## src/bre_pkg.sv

```systemverilog
// ----------------------------------------------------------------------------
// bre_pkg
// Shared types and constants for the BER REAL binary encoder.
// ----------------------------------------------------------------------------
package bre_pkg;

    localparam int MAX_OCTETS  = 10;
    localparam int QUEUE_DEPTH = 4;
    localparam int QUEUE_AW    = $clog2(QUEUE_DEPTH);

    localparam logic [10:0]        EXP_ALL_ONES = 11'h7ff;
    localparam logic signed [11:0] NORM_BIAS    = 12'sd1022;
    localparam logic signed [11:0] SUBNORM_EXP  = -12'sd1021;

    typedef enum logic [1:0] {
        ST_OK         = 2'd0,
        ST_ZERO       = 2'd1,
        ST_NOT_FINITE = 2'd2
    } bre_status_t;

    // one classified value, octets in transmission order from index 0
    typedef struct packed {
        bre_status_t                     status;
        logic [3:0]                      count;
        logic [MAX_OCTETS-1:0][7:0]      octets;
    } bre_entry_t;

endpackage

```

## src/bre_front.sv

```systemverilog
// ----------------------------------------------------------------------------
// bre_front
// Input register, classification, significand normalisation and octet build.
// ----------------------------------------------------------------------------
module bre_front (
    input  logic                aclk,
    input  logic                aresetn,
    input  logic                s_tvalid,
    output logic                s_tready,
    input  logic [63:0]         s_tdata,
    output logic                push,
    output bre_pkg::bre_entry_t push_entry,
    input  logic                q_full
);
    import bre_pkg::*;

    logic adv;
    logic v1_reg, v2_reg, v3_reg, v4_reg;

    logic [63:0]        bits1_reg;

    logic               neg2_reg;
    bre_status_t        status2_reg;
    logic [63:0]        sig2_reg;
    logic signed [11:0] exp2_reg;

    logic               neg3_reg;
    bre_status_t        status3_reg;
    logic [63:0]        sig3_reg;
    logic signed [11:0] exp3_reg;

    bre_entry_t         entry4_reg;

    bre_status_t        status2_next;
    logic [63:0]        sig2_next;
    logic signed [11:0] exp2_next;
    logic [63:0]        sig3_next;
    logic signed [11:0] exp3_next;
    bre_entry_t         entry4_next;

    assign adv        = !v4_reg || !q_full;
    assign s_tready   = adv;
    assign push       = v4_reg && !q_full;
    assign push_entry = entry4_reg;

    // classify and coarse normalise
    always_comb begin
        logic [10:0] bexp;
        logic [51:0] frac;
        bexp = bits1_reg[62:52];
        frac = bits1_reg[51:0];
        if (bexp == EXP_ALL_ONES) begin
            status2_next = ST_NOT_FINITE;
        end else if (bexp == 11'd0 && frac == 52'd0) begin
            status2_next = ST_ZERO;
        end else begin
            status2_next = ST_OK;
        end
        sig2_next = {(bexp != 11'd0), frac, 11'd0};
        if (bexp == 11'd0) begin
            exp2_next = SUBNORM_EXP;
        end else begin
            exp2_next = $signed({1'b0, bexp}) - NORM_BIAS;
        end
        if (sig2_next[63:32] == 32'd0) begin
            sig2_next = {sig2_next[31:0], 32'd0};
            exp2_next = exp2_next - 12'sd32;
        end
        if (sig2_next[63:48] == 16'd0) begin
            sig2_next = {sig2_next[47:0], 16'd0};
            exp2_next = exp2_next - 12'sd16;
        end
        if (sig2_next[63:56] == 8'd0) begin
            sig2_next = {sig2_next[55:0], 8'd0};
            exp2_next = exp2_next - 12'sd8;
        end
    end

    // fine normalise
    always_comb begin
        sig3_next = sig2_reg;
        exp3_next = exp2_reg;
        if (sig3_next[63:60] == 4'd0) begin
            sig3_next = {sig3_next[59:0], 4'd0};
            exp3_next = exp3_next - 12'sd4;
        end
        if (sig3_next[63:62] == 2'd0) begin
            sig3_next = {sig3_next[61:0], 2'd0};
            exp3_next = exp3_next - 12'sd2;
        end
        if (sig3_next[63] == 1'b0) begin
            sig3_next = {sig3_next[62:0], 1'b0};
            exp3_next = exp3_next - 12'sd1;
        end
    end

    // trim trailing zero bytes, size the exponent, lay out the octets
    // (the lowest significand byte is always zero, so seven bytes at most)
    always_comb begin
        logic [3:0]         maxi;
        logic signed [11:0] expo;
        logic               wide;
        maxi = 4'd0;
        for (int i = 0; i < 8; i++) begin
            if (sig3_reg[63-8*i -: 8] != 8'd0) begin
                maxi = 4'(i + 1);
            end
        end
        expo = exp3_reg - $signed({5'd0, maxi, 3'd0});
        wide = !(expo[11:7] == 5'b00000 || expo[11:7] == 5'b11111);

        entry4_next        = '0;
        entry4_next.status = status3_reg;
        entry4_next.octets[0] = {1'b1, neg3_reg, 5'd0, wide};
        if (wide) begin
            entry4_next.octets[1] = {{4{expo[11]}}, expo[11:8]};
            entry4_next.octets[2] = expo[7:0];
            for (int k = 0; k < 7; k++) begin
                entry4_next.octets[3+k] = sig3_reg[63-8*k -: 8];
            end
            entry4_next.count = maxi + 4'd3;
        end else begin
            entry4_next.octets[1] = expo[7:0];
            for (int k = 0; k < 7; k++) begin
                entry4_next.octets[2+k] = sig3_reg[63-8*k -: 8];
            end
            entry4_next.count = maxi + 4'd2;
        end
        if (status3_reg != ST_OK) begin
            entry4_next.count = 4'd0;
        end
    end

    always_ff @(posedge aclk) begin
        if (!aresetn) begin
            v1_reg <= 1'b0;
            v2_reg <= 1'b0;
            v3_reg <= 1'b0;
            v4_reg <= 1'b0;
        end else if (adv) begin
            v1_reg <= s_tvalid;
            v2_reg <= v1_reg;
            v3_reg <= v2_reg;
            v4_reg <= v3_reg;
        end
    end

    always_ff @(posedge aclk) begin
        if (adv) begin
            bits1_reg   <= s_tdata;
            neg2_reg    <= bits1_reg[63];
            status2_reg <= status2_next;
            sig2_reg    <= sig2_next;
            exp2_reg    <= exp2_next;
            neg3_reg    <= neg2_reg;
            status3_reg <= status2_reg;
            sig3_reg    <= sig3_next;
            exp3_reg    <= exp3_next;
            entry4_reg  <= entry4_next;
        end
    end

endmodule

```

## src/bre_queue.sv

```systemverilog
// ----------------------------------------------------------------------------
// bre_queue
// Small FIFO of encoded values between the front and the octet serialiser.
// ----------------------------------------------------------------------------
module bre_queue (
    input  logic                aclk,
    input  logic                aresetn,
    input  logic                push,
    input  bre_pkg::bre_entry_t push_entry,
    output logic                full,
    input  logic                pop,
    output bre_pkg::bre_entry_t head,
    output logic                empty
);
    import bre_pkg::*;

    bre_entry_t          store [QUEUE_DEPTH];
    logic [QUEUE_AW-1:0] wr_ptr_reg, rd_ptr_reg;
    logic [QUEUE_AW:0]   fill_reg;

    assign full  = (fill_reg == (QUEUE_AW+1)'(QUEUE_DEPTH));
    assign empty = (fill_reg == '0);
    assign head  = store[rd_ptr_reg];

    always_ff @(posedge aclk) begin
        if (!aresetn) begin
            wr_ptr_reg <= '0;
            rd_ptr_reg <= '0;
            fill_reg   <= '0;
        end else begin
            if (push) begin
                wr_ptr_reg <= wr_ptr_reg + 1'b1;
            end
            if (pop) begin
                rd_ptr_reg <= rd_ptr_reg + 1'b1;
            end
            if (push && !pop) begin
                fill_reg <= fill_reg + 1'b1;
            end else if (pop && !push) begin
                fill_reg <= fill_reg - 1'b1;
            end
        end
    end

    always_ff @(posedge aclk) begin
        if (push) begin
            store[wr_ptr_reg] <= push_entry;
        end
    end

endmodule

```

## src/bre_back.sv

```systemverilog
// ----------------------------------------------------------------------------
// bre_back
// Octet serialiser: walks the head entry one octet per transaction.
// ----------------------------------------------------------------------------
module bre_back (
    input  logic                aclk,
    input  logic                aresetn,
    input  bre_pkg::bre_entry_t head,
    input  logic                q_empty,
    output logic                pop,
    output logic                m_tvalid,
    input  logic                m_tready,
    output logic [15:0]         m_tdata,  // [7:0] octet, [11:8] octet_count
    output logic                m_tlast,
    output logic [1:0]          m_tuser   // [1:0] status
);
    import bre_pkg::*;

    logic [3:0]  idx_reg, idx_next;
    logic        ov_reg, ov_next;
    logic [7:0]  octet_reg;
    logic [3:0]  count_reg;
    logic        last_reg;
    bre_status_t status_reg;

    logic        load;
    logic        is_last;
    logic [7:0]  octet_sel;

    assign load    = !q_empty && (!ov_reg || m_tready);
    assign is_last = (head.status != ST_OK) || (idx_reg == head.count - 4'd1);
    assign pop     = load && is_last;

    always_comb begin
        octet_sel = (head.status == ST_OK) ? head.octets[idx_reg] : 8'd0;
        idx_next  = idx_reg;
        if (load) begin
            idx_next = is_last ? 4'd0 : idx_reg + 4'd1;
        end
        ov_next = ov_reg;
        if (load) begin
            ov_next = 1'b1;
        end else if (m_tready) begin
            ov_next = 1'b0;
        end
    end

    always_ff @(posedge aclk) begin
        if (!aresetn) begin
            idx_reg <= 4'd0;
            ov_reg  <= 1'b0;
        end else begin
            idx_reg <= idx_next;
            ov_reg  <= ov_next;
        end
    end

    always_ff @(posedge aclk) begin
        if (load) begin
            octet_reg  <= octet_sel;
            count_reg  <= head.count;
            last_reg   <= is_last;
            status_reg <= head.status;
        end
    end

    assign m_tvalid = ov_reg;
    assign m_tdata  = {4'd0, count_reg, octet_reg};
    assign m_tlast  = last_reg;
    assign m_tuser  = status_reg;

endmodule

```

## src/ber_real_binary_encoder.sv

```systemverilog
// ----------------------------------------------------------------------------
// ber_real_binary_encoder
// Binary64 pattern in, BER REAL base-2 content octets out.
// ----------------------------------------------------------------------------
// Each input transaction carries one binary64 pattern; the block returns one
// output transaction per content octet (3 to 10 for a finite nonzero value),
// with tlast on the final one. Zero and non-finite inputs return a single
// transaction with octet and count zero and the status in tuser. The front
// pipeline takes one value per cycle while it is not stalled; a four-entry
// queue then feeds the serialiser, which sends one octet per cycle while
// m_tready is high, one output transaction per content octet (one for zero
// or non-finite). Sustained throughput is set by that serialiser; the input
// stalls only once the queue is full.
// ----------------------------------------------------------------------------
module ber_real_binary_encoder (
    input  logic        aclk,
    input  logic        aresetn,
    input  logic        s_tvalid,
    output logic        s_tready,
    input  logic [63:0] s_tdata,   // [63:0] value_bits
    output logic        m_tvalid,
    input  logic        m_tready,
    output logic [15:0] m_tdata,   // [7:0] octet, [11:8] octet_count
    output logic        m_tlast,
    output logic [1:0]  m_tuser    // [1:0] status
);
    import bre_pkg::*;

    logic       push, q_full, q_empty, pop;
    bre_entry_t push_entry, head;

    bre_front u_front (
        .aclk       (aclk),
        .aresetn    (aresetn),
        .s_tvalid   (s_tvalid),
        .s_tready   (s_tready),
        .s_tdata    (s_tdata),
        .push       (push),
        .push_entry (push_entry),
        .q_full     (q_full)
    );

    bre_queue u_queue (
        .aclk       (aclk),
        .aresetn    (aresetn),
        .push       (push),
        .push_entry (push_entry),
        .full       (q_full),
        .pop        (pop),
        .head       (head),
        .empty      (q_empty)
    );

    bre_back u_back (
        .aclk     (aclk),
        .aresetn  (aresetn),
        .head     (head),
        .q_empty  (q_empty),
        .pop      (pop),
        .m_tvalid (m_tvalid),
        .m_tready (m_tready),
        .m_tdata  (m_tdata),
        .m_tlast  (m_tlast),
        .m_tuser  (m_tuser)
    );

endmodule

```

## config.mk

```make
export PLATFORM = sky130hd
export DESIGN_NAME = ber_real_binary_encoder
export DESIGN_NICKNAME = d
export VERILOG_FILES = /design/src/bre_pkg.sv /design/src/bre_front.sv /design/src/bre_queue.sv /design/src/bre_back.sv /design/src/ber_real_binary_encoder.sv
export SDC_FILE = /design/constraint.sdc
export NUM_CORES = 1
export LEC_CHECK = 0
export BUFFER_PORTS_ARGS = -buffer_cell sky130_fd_sc_hd__clkbuf_2
export CORE_MARGIN = 10
export CORE_UTILIZATION = 62
export CTS_BUF_LIST = sky130_fd_sc_hd__clkbuf_4 sky130_fd_sc_hd__clkbuf_8 sky130_fd_sc_hd__clkbuf_16
export DETAILED_ROUTE_END_ITERATION = 7
export PLACE_DENSITY_LB_ADDON = 0.3
export SETUP_SLACK_MARGIN = 0.02
export SYNTH_ARGS = -nofsm -noshare
export SYNTH_HDL_FRONTEND = slang
export SYNTH_HIERARCHICAL = 1
export SYNTH_SLANG_ARGS = --single-unit
```

## constraint.sdc

```tcl
create_clock -name aclk -period 9.5 [get_ports aclk]
set_clock_uncertainty 0.2 [all_clocks]
set_input_delay 0.95 -clock aclk [delete_from_list [all_inputs] [get_ports aclk]]
set_output_delay 0.95 -clock aclk [all_outputs]
set_load 0.02 [all_outputs]
```

==> out/metrics.csv, run 1 <==
stage,metric,value,unit
sta,hold_viol_final,0,
die,die_w,235,µm
synthesis,synth_warnings,6,
job,maxCapViolCount,0,
route,ant_nets,0,
worst_setup_path,r2r-start,u_front/sig3_reg[52],
clock_tree,clk_pin_slew,0.06,ns
global_routing,antenna_found_initial,0,
power,power.density,232,nW/µm²
route,firstDrtPassIters,6,
clock_tree,clk_path_buf_depth,3,
layout,final_nets,2078,
placed_design,port-buffer-count,84,
min_path,worstHoldStart,u_front/status2_reg[0],
die,die_y,235,µm
sta,max_freq,188,MHz
power,power_leakage,10.9,nW
worst_setup_path,critPathKind,reg2reg,
layout,drive_gt1_frac,0.176,
worst_setup_path,setup.worst_path.end_class,register,
sta,fin_crit,5.31,ns
route,wl_per_cell,23.6,µm
route,via_per_inst,6.16,
worst_setup_path,cp_cell_sequence,"nor4_1, nand2_1, a21o_1, a31oi_1, nor2_1, o21ai_0, ha_1, fa_1, nand2b_1, nand3_1, nor3_1, xnor2_1, nor4_1, o21a_2, buf_4, clkinv_1, buf_4, a2111oi_0",
worst_setup_path,crit_required,9.65,ns
min_path,hp-class,reg2reg,
worst_setup_path,cp_data_arrival_time,5.46,ns
global_routing,overflow,0,
sta,finalCritPeriodShare,0.559,
worst_setup_path,crit_fanout,66,
layout,post-route-util,0.693,
clock_tree,cts_setup_buffers,0,
sta,fin_hold_ws,0.219,ns
power,worst_ir_drop_vdd,0.000150,V
clock_tree,cts-hold-fix-buffers,0,
synthesis,synth_edf_count,636,
global_routing,grt_util_all_layers,0.221,
sta,worst_pin_slew,1.20,ns
synthesis,postSynthCellCount,1915,
clock_tree,htreeDepth,3,
layout,n_fill_cell,2887,
route,drc,0,
clock_tree,post_cts_resized,0,
global_routing,grt_pass1_vias,16200,
synthesis,synthArstFlopShare,0,
synthesis,synth-seq-area-share,0.679,
layout,layout_common_cells,"edfxtp_1, nand2_1, mux2i_1",
worst_setup_path,r2r_cells,18,
route,wirelength,62.3,mm
die,start_util,0.629,
die,rows,78,
sta,rsz0062_at_grt,no,
clock_tree,cts_tree,done,
synthesis,avgSynthCellArea,15.0,µm²
layout,largest_register_ffs,344,
route,num_vias,16200,
outcome,status,finished clean,
sta,finalSetupViolations,0,
clock_tree,cts_root_buf,clkbuf_16,
synthesis,synth_cell_type_count,81,
clock_tree,cts_inserted_buffers,67,
synthesis,synth_top_flop_cell,edfxtp_1,
global_routing,grt_pass1_wl,95.2,mm
synthesis,synth_seq_cells,654,
synthesis,netlist_area,28600,µm²
layout,num_antenna_cells,0,
layout,final_common_cell,edfxtp_1,
sta,max_slew_margin,0.203,
die,core_area,45600,µm²
sta,tns,0,ns
die,die_area,55200,µm²
placed_design,place_congestion,0.938,
worst_setup_path,crit_slowest_cell,o21ai_0,
die,ios,89,
worst_setup_path,crit_start,u_front/sig3_reg[52],
placed_design,hpwlAfterDp,40.7,mm
layout,synthToLayoutAreaGrowth,10.2,%
min_path,hold_path_depth,0,
clock_tree,clock_latency,0.61,ns
sta,finalMaxSlewViolations,0,
worst_setup_path,critPathMaxStageDelay,0.63,ns
clock_tree,cts_sinks,654,
global_routing,grt_max_degree,141,
worst_setup_path,critPathLaunchType,register,
route,first_iter_violations,1683,
==> kinds of logic (layout without fill, tap and decap cells) <==
| logic type | after synthesis | after routing | synth area share |
|---|---|---|---|
| other | 3 | 13 | 0.000393 |
| muxes | 245 | 245 | 0.125 |
| adders and majority gates | 21 | 21 | 0.00970 |
| DFF | 654 | 654 | 0.679 |
| and+or+nand+nor | 592 | 592 | 0.0930 |
| buffers and inverters | 136 | 246 | 0.0259 |
| AOI/OAI and AO/OA | 209 | 209 | 0.0496 |
| xor gates and xnor gates | 55 | 55 | 0.0176 |
==> worst paths after layout <==
kind / endpoint / slack [ns]
worst min register to register: u_front/status3_reg[0] / 0.22
worst min-delay path: u_front/status3_reg[0] / 0.22
worst max-delay path: u_front/push_entry[82] / 4.19
worst max register to register: u_front/push_entry[82] / 4.19
==> area by class of cell <==
class	count	area, µm²	share of cell area
clock buffers	90	1900	0.0601
clock inverters	25	218	0.00690
inverters	26	97.6	0.00309
multi-input cells	1135	8540	0.271
flip-flops and latches	654	19500	0.617
well taps	600	751	0.0238
repair buffers	105	591	0.0187
==> Yosys cell counts (5+ instances only) <==
| cell type | n | area share |
|---|---|---|
| buf_12 | 5 | 0.0035 |
| inv_1 | 25 | 0.0033 |
| nor2_1 | 84 | 0.011 |
| mux2_2 | 22 | 0.0086 |
| nor4b_1 | 5 | 0.0015 |
| a221oi_1 | 22 | 0.0067 |
| xor2_1 | 28 | 0.0086 |
| dfxtp_1 | 18 | 0.013 |
| nand2b_1 | 6 | 0.0013 |
| buf_1 | 11 | 0.0014 |
| buf_2 | 25 | 0.0044 |
| nand2_1 | 340 | 0.045 |
| nand3_1 | 26 | 0.0045 |
| or2_2 | 7 | 0.0015 |
| buf_6 | 5 | 0.0020 |
| a21boi_0 | 15 | 0.0039 |
| edfxtp_1 | 636 | 0.67 |
| mux4_2 | 87 | 0.068 |
| nor3_1 | 21 | 0.0037 |
| o21ai_0 | 34 | 0.0059 |
| a211oi_1 | 10 | 0.0026 |
| and2_1 | 30 | 0.0066 |
| or4_1 | 5 | 0.0013 |
| clkbuf_1 | 46 | 0.0060 |
| ha_1 | 19 | 0.0083 |
| o21a_1 | 10 | 0.0026 |
| nor2b_1 | 10 | 0.0022 |
| a31oi_1 | 8 | 0.0017 |
| mux2i_1 | 136 | 0.048 |
| o32ai_1 | 6 | 0.0018 |
| and3_1 | 10 | 0.0022 |
| xnor2_1 | 25 | 0.0076 |
| a22o_1 | 9 | 0.0028 |
| a21oi_1 | 60 | 0.010 |
| nor4_1 | 22 | 0.0048 |
| buf_4 | 15 | 0.0039 |
| or3_1 | 5 | 0.0011 |
==> critical path, delay by kind of cell, from the launching register on <==
family,cells,cell delay (ns)
adders and majority gates,2,0.54
xor gates and xnor gates,1,0.15
buffers and inverters,3,0.96
DFF,1,0.41
and+or+nand+nor,7,1.18
AOI/OAI and AO/OA,5,1.62
==> per-stage QoR <==
| stage | instances | area [µm²] | worst slack [ns] | total power [mW] |
|---|---|---|---|---|
| 3_3_place_gp | 2520 | 29400 | 4.48 | 4.83 |
| 6_report | 2635 | 31600 | 4.19 | 7.33 |
| 4_1_cts | 2635 | 31600 | 4.29 | 7.39 |
| 5_1_grt | 2635 | 31600 | 3.86 | 7.60 |
| 3_5_place_dp | 2520 | 29400 | 4.42 | 4.87 |
| 2_1_floorplan | 1925 | 28700 | 1.61 | 4.57 |
==> power breakdown <==
part	switching (mW)	internal [mW]
Sequential	0.235	3.48
Combinational	0.594	0.513
Clock	1.05	1.46
==> layer usage <==
layer | routed length, µm | global-route usage | part of all wire
met1 | 24100 | 0.274 | 0.39
met3 | 3710 | 0.0364 | 0.060
met5 | 0 | 0 | 0
met4 | 2290 | 0.0856 | 0.037
met2 | 32100 | 0.385 | 0.52
Power figures use the tool's default switching activity.
==> run 2: changes to the inputs <==
--- a/config.mk
+++ b/config.mk
@@ -5,9 +5,10 @@
 export SDC_FILE = /design/constraint.sdc
 export NUM_CORES = 1
 export LEC_CHECK = 0
+export ABC_AREA = 1
 export BUFFER_PORTS_ARGS = -buffer_cell sky130_fd_sc_hd__clkbuf_2
 export CORE_MARGIN = 10
-export CORE_UTILIZATION = 62
+export CORE_UTILIZATION = 57
 export CTS_BUF_LIST = sky130_fd_sc_hd__clkbuf_4 sky130_fd_sc_hd__clkbuf_8 sky130_fd_sc_hd__clkbuf_16
 export DETAILED_ROUTE_END_ITERATION = 7
 export PLACE_DENSITY_LB_ADDON = 0.3
==> constraint.sdc (replaced) <==
create_clock -name aclk -period 4.6 [get_ports aclk]
set_clock_uncertainty 0.2 [all_clocks]
set_input_delay 0.46 -clock aclk [delete_from_list [all_inputs] [get_ports aclk]]
set_output_delay 0.46 -clock aclk [all_outputs]
set_load 0.02 [all_outputs]
==> run 2 against run 1 <==
Compared with the run above: maximum frequency grew 26%; clock-buffer cell count shrank 3; global-route usage is 1.2 points lower; combinational power grew to 2.6 times the previous value; first-iteration DRC count grew 14%; utilization is 4.0 points lower; highest routed layer unchanged; hold slack worse by 0.19 ns.
==> out/metrics.csv, run 2 <==
stage,metric,value,unit
synthesis,synth_edf_count,636,
synthesis,synth_warnings,6,
synthesis,netlist.area_leader.share,0.653,
sta,max_freq,238,MHz
worst_setup_path,crit_slowest_cell,edfxtp_1,
synthesis,synth_cell_type_count,43,
job,maxCapViolCount,0,
layout,largest_register_ffs,344,
synthesis,synth_area_leader_cell,edfxtp_1,
layout,layout.cells.non_filler,3510,
route,wirelength,63.4,mm
worst_setup_path,cp_cell_sequence,"nor4_1, nand2_1, or2_2, a21oi_2, inv_1, ha_1, fa_1, nor2_1, inv_1, nand2_1, nor2_1, nand2_1, nand2_1, nand2_1, inv_1, nor3_1, nand3b_1, nand2_4, clkinvlp_4, buf_8, nand2_1, o21ai_0",
synthesis,netlist_area,29200,µm²
route,wl_per_cell,18.1,µm
synthesis,synth_common_cells,"edfxtp_1, nand2_1, o21ai_0, nor2_1, inv_1",
synthesis,synthArstFlopShare,0,
synthesis,synthTopCellsByArea,"edfxtp_1, o21ai_0, nand2_1",
global_routing,grt_util_all_layers,0.210,
clock_tree,cts_root_buf,clkbuf_16,
synthesis,postSynthCellCount,2676,
placed_design,place_congestion,0.900,
global_routing,overflow,0,
layout,final_nets,2881,
sta,finalMaxSlewViolations,0,
route,firstDrtPassIters,5,
worst_setup_path,crit_fanout,41,
sta,finalCritPeriodShare,0.914,
clock_tree,clock_latency,0.61,ns
layout,synthToLayoutAreaGrowth,12.7,%
die,die_area,60700,µm²
layout,post-route-util,0.652,
clock_tree,cts_inserted_buffers,68,
route,drc,0,
placed_design,port-buffer-count,84,
clock_tree,htreeDepth,3,
worst_setup_path,crit_required,4.73,ns
min_path,hp-class,in2reg,
route,ant_nets,0,
power,power_leakage,12.6,nW
route,via_per_inst,5.56,
power,power.density,476,nW/µm²
sta,fin_hold_ws,0.0298,ns
die,die_w,246,µm
global_routing,grt_pass1_vias,19400,
global_routing,antenna_found_initial,0,
clock_tree,clk_pin_slew,0.06,ns
route,first_iter_violations,1923,
layout,final_common_cell,edfxtp_1,
placed_design,placed_cell_area,30100,µm²
route,num_vias,19500,
outcome,status,finished clean,
die,ios,89,
power,worst_ir_drop_vdd,0.000324,V
worst_setup_path,crit_family,simple AND/OR/NAND/NOR gates,
die,start_util,0.579,
die,rows,82,
global_routing,grt_pass1_wl,101,mm
worst_setup_path,crit_top_cell,nand2_1,
worst_setup_path,setup.worst_path.end_class,register,
sta,finalSetupViolations,0,
sta,max_slew_margin,0.311,
die,core_area,50500,µm²
clock_tree,clk_path_buf_depth,3,
sta,tns,0,ns
layout,ff_latch_area,19500,µm²
power,power,15.7,mW
worst_setup_path,critPathKind,reg2reg,
layout,num_antenna_cells,0,
layout,multi_input_area,8230,µm²
sta,layout_setup_ws,0.395,ns
layout,n_fill_cell,3790,
sta,worst_pin_slew,1.03,ns
clock_tree,cts_sinks,654,
global_routing,grt_max_degree,83,
synthesis,synth-seq-area-share,0.666,
synthesis,yosys.cell_count.top_type,edfxtp_1,
layout,drive_gt1_frac,0.106,
sta,hold_viol_final,0,
sta,fin_crit,4.21,ns
clock_tree,cts_tree,done,
placed_design,placedCellCount,3328,
worst_setup_path,critPathLaunchType,register,
layout,finish.instance_area,32900,µm²
die,die_y,246,µm
synthesis,avgSynthCellArea,10.9,µm²
placed_design,hpwlAfterDp,41.0,mm
synthesis,synth_seq_cells,654,
layout,layout_common_cells,"edfxtp_1, nand2_1, o21ai_0",
worst_setup_path,path_buf_inv,5,
synthesis,synth_top_flop_cell,edfxtp_1,
worst_setup_path,cp_data_arrival_time,4.34,ns
placed_design,preCtsSetupSlack,0.195,ns
worst_setup_path,critPathMaxStageDelay,0.42,ns
sta,rsz0062_at_grt,no,
## run 2: final cells by class
class,count,area share
Clock buffer,87,0.0571
Clock inverter,29,0.00942
Inverter,215,0.0249
Multi-Input combinational cell,1670,0.250
Sequential cell,654,0.591
Tap cell,672,0.0255
Timing Repair Buffer,183,0.0421
## run 2: power by group
part	internal (mW)	switching [mW]	total, mW
Combinational	0.888	2.04	2.93
Clock	3.13	2.19	5.32
Sequential	7.05	0.364	7.41
Total	11.1	4.59	15.7
## run 2: final timing paths
path,start,endpoint,slack (ns),depth (start not counted)
worst max-delay path,u_front/sig3_reg[28],u_front/push_entry[67],0.39,22
worst min-delay path,aresetn,u_queue/fill_reg[2],0.03,3
worst max register to register,u_front/sig3_reg[28],u_front/push_entry[67],0.39,22
worst min register to register,u_front/status2_reg[1],u_front/status3_reg[1],0.22,0
## run 2: cells by family (layout without fill, tap and decap cells)
group | after synthesis | count (layout) | synth area share
AO/OA/AOI/OAI | 546 | 546 | 0.0998
XOR/XNOR | 34 | 34 | 0.0102
adder cells (fa/ha/maj) | 21 | 21 | 0.00950
buffers and inverters | 362 | 514 | 0.0559
flip-flops | 654 | 654 | 0.666
multiplexers | 44 | 44 | 0.0151
other | 3 | 13 | 0.000385
AND/OR/NAND/NOR | 1012 | 1012 | 0.144
## run 2: what timing repair did
action / 4_1_cts / 5_1_grt
resized for setup: 0 / 6
endpoints found under the setup margin: 0 / 58
hold endpoints to repair: 66 / 0
setup buffers: 0 / 0
hold buffers: 66 / 0
## run 2: layer usage
layer	routed length, µm	global-route usage	up-vias
li1	-	-	9490
met1	25300	0.254	9263
met2	32200	0.365	658
met3	3800	0.0385	122
met4	2050	0.0850	0
met5	0	0	-
## run 2: tightest hold or removal path: cells and delay by family
family | cells | cell delay [ns]
buffers and inverters | 1 | 0.19
AND/OR/NAND/NOR | 2 | 0.15
==> run 3: changes to the inputs <==
--- a/config.mk
+++ b/config.mk
@@ -9,7 +9,6 @@
 export BUFFER_PORTS_ARGS = -buffer_cell sky130_fd_sc_hd__clkbuf_2
 export CORE_MARGIN = 10
 export CORE_UTILIZATION = 57
-export CTS_BUF_LIST = sky130_fd_sc_hd__clkbuf_4 sky130_fd_sc_hd__clkbuf_8 sky130_fd_sc_hd__clkbuf_16
 export DETAILED_ROUTE_END_ITERATION = 7
 export PLACE_DENSITY_LB_ADDON = 0.3
 export SETUP_SLACK_MARGIN = 0.02
==> run 3 against run 2 <==
Compared with the run above: first-iteration DRC count decreased by 0.68%; critical path depth is the same; global-route usage about the same; non-clock buffer count stayed put; flip-flop and latch count is the same; sequential power is essentially flat; hold slack about the same; register-to-register slack barely moved; clock power shrank 2%; critical path type unchanged; largest power group unchanged.
==> out/metrics.csv, run 3 (synthesized netlist as in run 2, its figures left out) <==
stage,metric,value,unit
worst_setup_path,crit_top_cell,nand2_1,
die,rows,82,
placed_design,port-buffer-count,84,
global_routing,grt_pass1_wl,101,mm
route,wl_met1,25.1,mm
die,ios,89,
sta,max_freq,238,MHz
layout,finish.instance_area,32900,µm²
die,core_area,50500,µm²
worst_setup_path,path_buf_inv,5,
layout,largest_register_ffs,344,
global_routing,grt_util_all_layers,0.209,
clock_tree,clock_latency,0.61,ns
power,power_leakage,12.6,nW
layout,final_common_cell,edfxtp_1,
sta,tns,0,ns
placed_design,placed_cell_area,30100,µm²
global_routing,grt_max_degree,83,
route,firstDrtPassIters,6,
worst_setup_path,critPathLaunchType,register,
worst_setup_path,critPathMaxStageDelay,0.42,ns
global_routing,overflow,0,
die,die_w,246,µm
layout,drive_gt1_frac,0.101,
sta,finalCritPeriodShare,0.913,
sta,fin_hold_ws,0.0301,ns
worst_setup_path,crit_slowest_cell,edfxtp_1,
job,maxCapViolCount,0,
worst_setup_path,crit_family,simple AND/OR/NAND/NOR gates,
clock_tree,cts_tree,done,
clock_tree,cts_root_buf,clkbuf_16,
route,ant_nets,0,
route,wirelength,63.6,mm
placed_design,hpwlAfterDp,41.0,mm
clock_tree,htreeDepth,3,
global_routing,grt_pass1_vias,19400,
placed_design,preCtsSetupSlack,0.195,ns
route,first_iter_violations,1910,
die,die_area,60700,µm²
route,via_per_inst,5.54,
worst_setup_path,crit_fanout,41,
sta,rsz0062_at_grt,no,
worst_setup_path,critPathKind,reg2reg,
worst_setup_path,cp_data_arrival_time,4.33,ns
layout,final_nets,2881,
clock_tree,cts_sinks,654,
worst_setup_path,setup.worst_path.end_class,register,
outcome,status,finished clean,
clock_tree,cts_setup_buffers,0,
global_routing,antenna_found_initial,0,
sta,layout_setup_ws,0.401,ns
route,wl_per_cell,18.1,µm
die,start_util,0.579,
power,power,15.6,mW
power,power.density,474,nW/µm²
die,die_y,246,µm
sta,max_slew_margin,0.307,
route,wl_met2,32.3,mm
min_path,hp-class,in2reg,
sta,finalSetupViolations,0,
worst_setup_path,cp_cell_sequence,"nor4_1, nand2_1, or2_2, a21oi_2, inv_1, ha_1, fa_1, nor2_1, inv_1, nand2_1, nor2_1, nand2_1, nand2_1, nand2_1, inv_1, nor3_1, nand3b_1, nand2_4, clkinvlp_4, buf_8, nand2_1, o21ai_0",
route,route.met3.wl,4.17,mm
clock_tree,clk_pin_slew,0.06,ns
route,drc,0,
clock_tree,clk_path_buf_depth,3,
sta,finalMaxSlewViolations,0,
placed_design,place_congestion,0.900,
sta,worst_pin_slew,1.04,ns
sta,fin_crit,4.20,ns
route,num_vias,19400,
layout,synthToLayoutAreaGrowth,12.5,%
power,worst_ir_drop_vdd,0.000322,V
sta,hold_viol_final,0,
worst_setup_path,crit_required,4.73,ns
layout,num_antenna_cells,0,
route,top_layer_used,met4,
layout,layout_common_cells,"edfxtp_1, nand2_1, o21ai_0",
clock_tree,cts_inserted_buffers,68,
## run 3: cell counts in the layout (fill, tap and decap cells not counted)
No cell type changed its count.
## run 3: worst paths after layout
path,end,cells past startpoint,startpoint,slack [ns]
worst min register to register,u_front/status3_reg[0],0,u_front/status2_reg[0],0.22
worst max-delay path,u_front/push_entry[67],22,u_front/sig3_reg[28],0.40
worst min-delay path,u_queue/fill_reg[2],3,aresetn,0.03
worst max register to register,u_front/push_entry[67],22,u_front/sig3_reg[28],0.40
## run 3: report_power, final
part / internal [mW] / total (mW) / switching (mW)
Combinational: 0.888 / 2.94 / 2.05
Sequential: 7.05 / 7.41 / 0.364
Clock: 3.05 / 5.23 / 2.18
Total: 11.0 / 15.6 / 4.60
## run 3: timing repair
item | 4_1_cts | 5_1_grt
hold buffers | 66 | 0
endpoints found under the setup margin | 0 | 58
resized for setup | 0 | 6
endpoints found under the hold margin | 66 | 0
## run 3: routing by layer
layer  vias up  track usage
met5         -            0
met4         0       0.0848
li1       9493            -
met3       122       0.0387
met1      9151        0.253
met2       674        0.365
## run 3: through the flow
step                instances   util
floorplan                2686      -
global placement         3328  0.595
detailed placement       3328  0.595
CTS                      3510  0.651
global route             3510  0.651
finish                   3510  0.651
## run 3: tightest hold or removal path: cells and delay by family
kind          cells  cell delay, ns
buf+inv           1            0.19
simple gates      2            0.15
## run 3: layout make-up
class / instances / area [µm²]
Sequential cell: 654 / 19500
Clock buffer: 87 / 1820
Timing Repair Buffer: 183 / 1390
Tap cell: 672 / 841
Fill cell: 3807 / 17600
Multi-Input combinational cell: 1670 / 8230
Inverter: 215 / 821
Clock inverter: 29 / 310
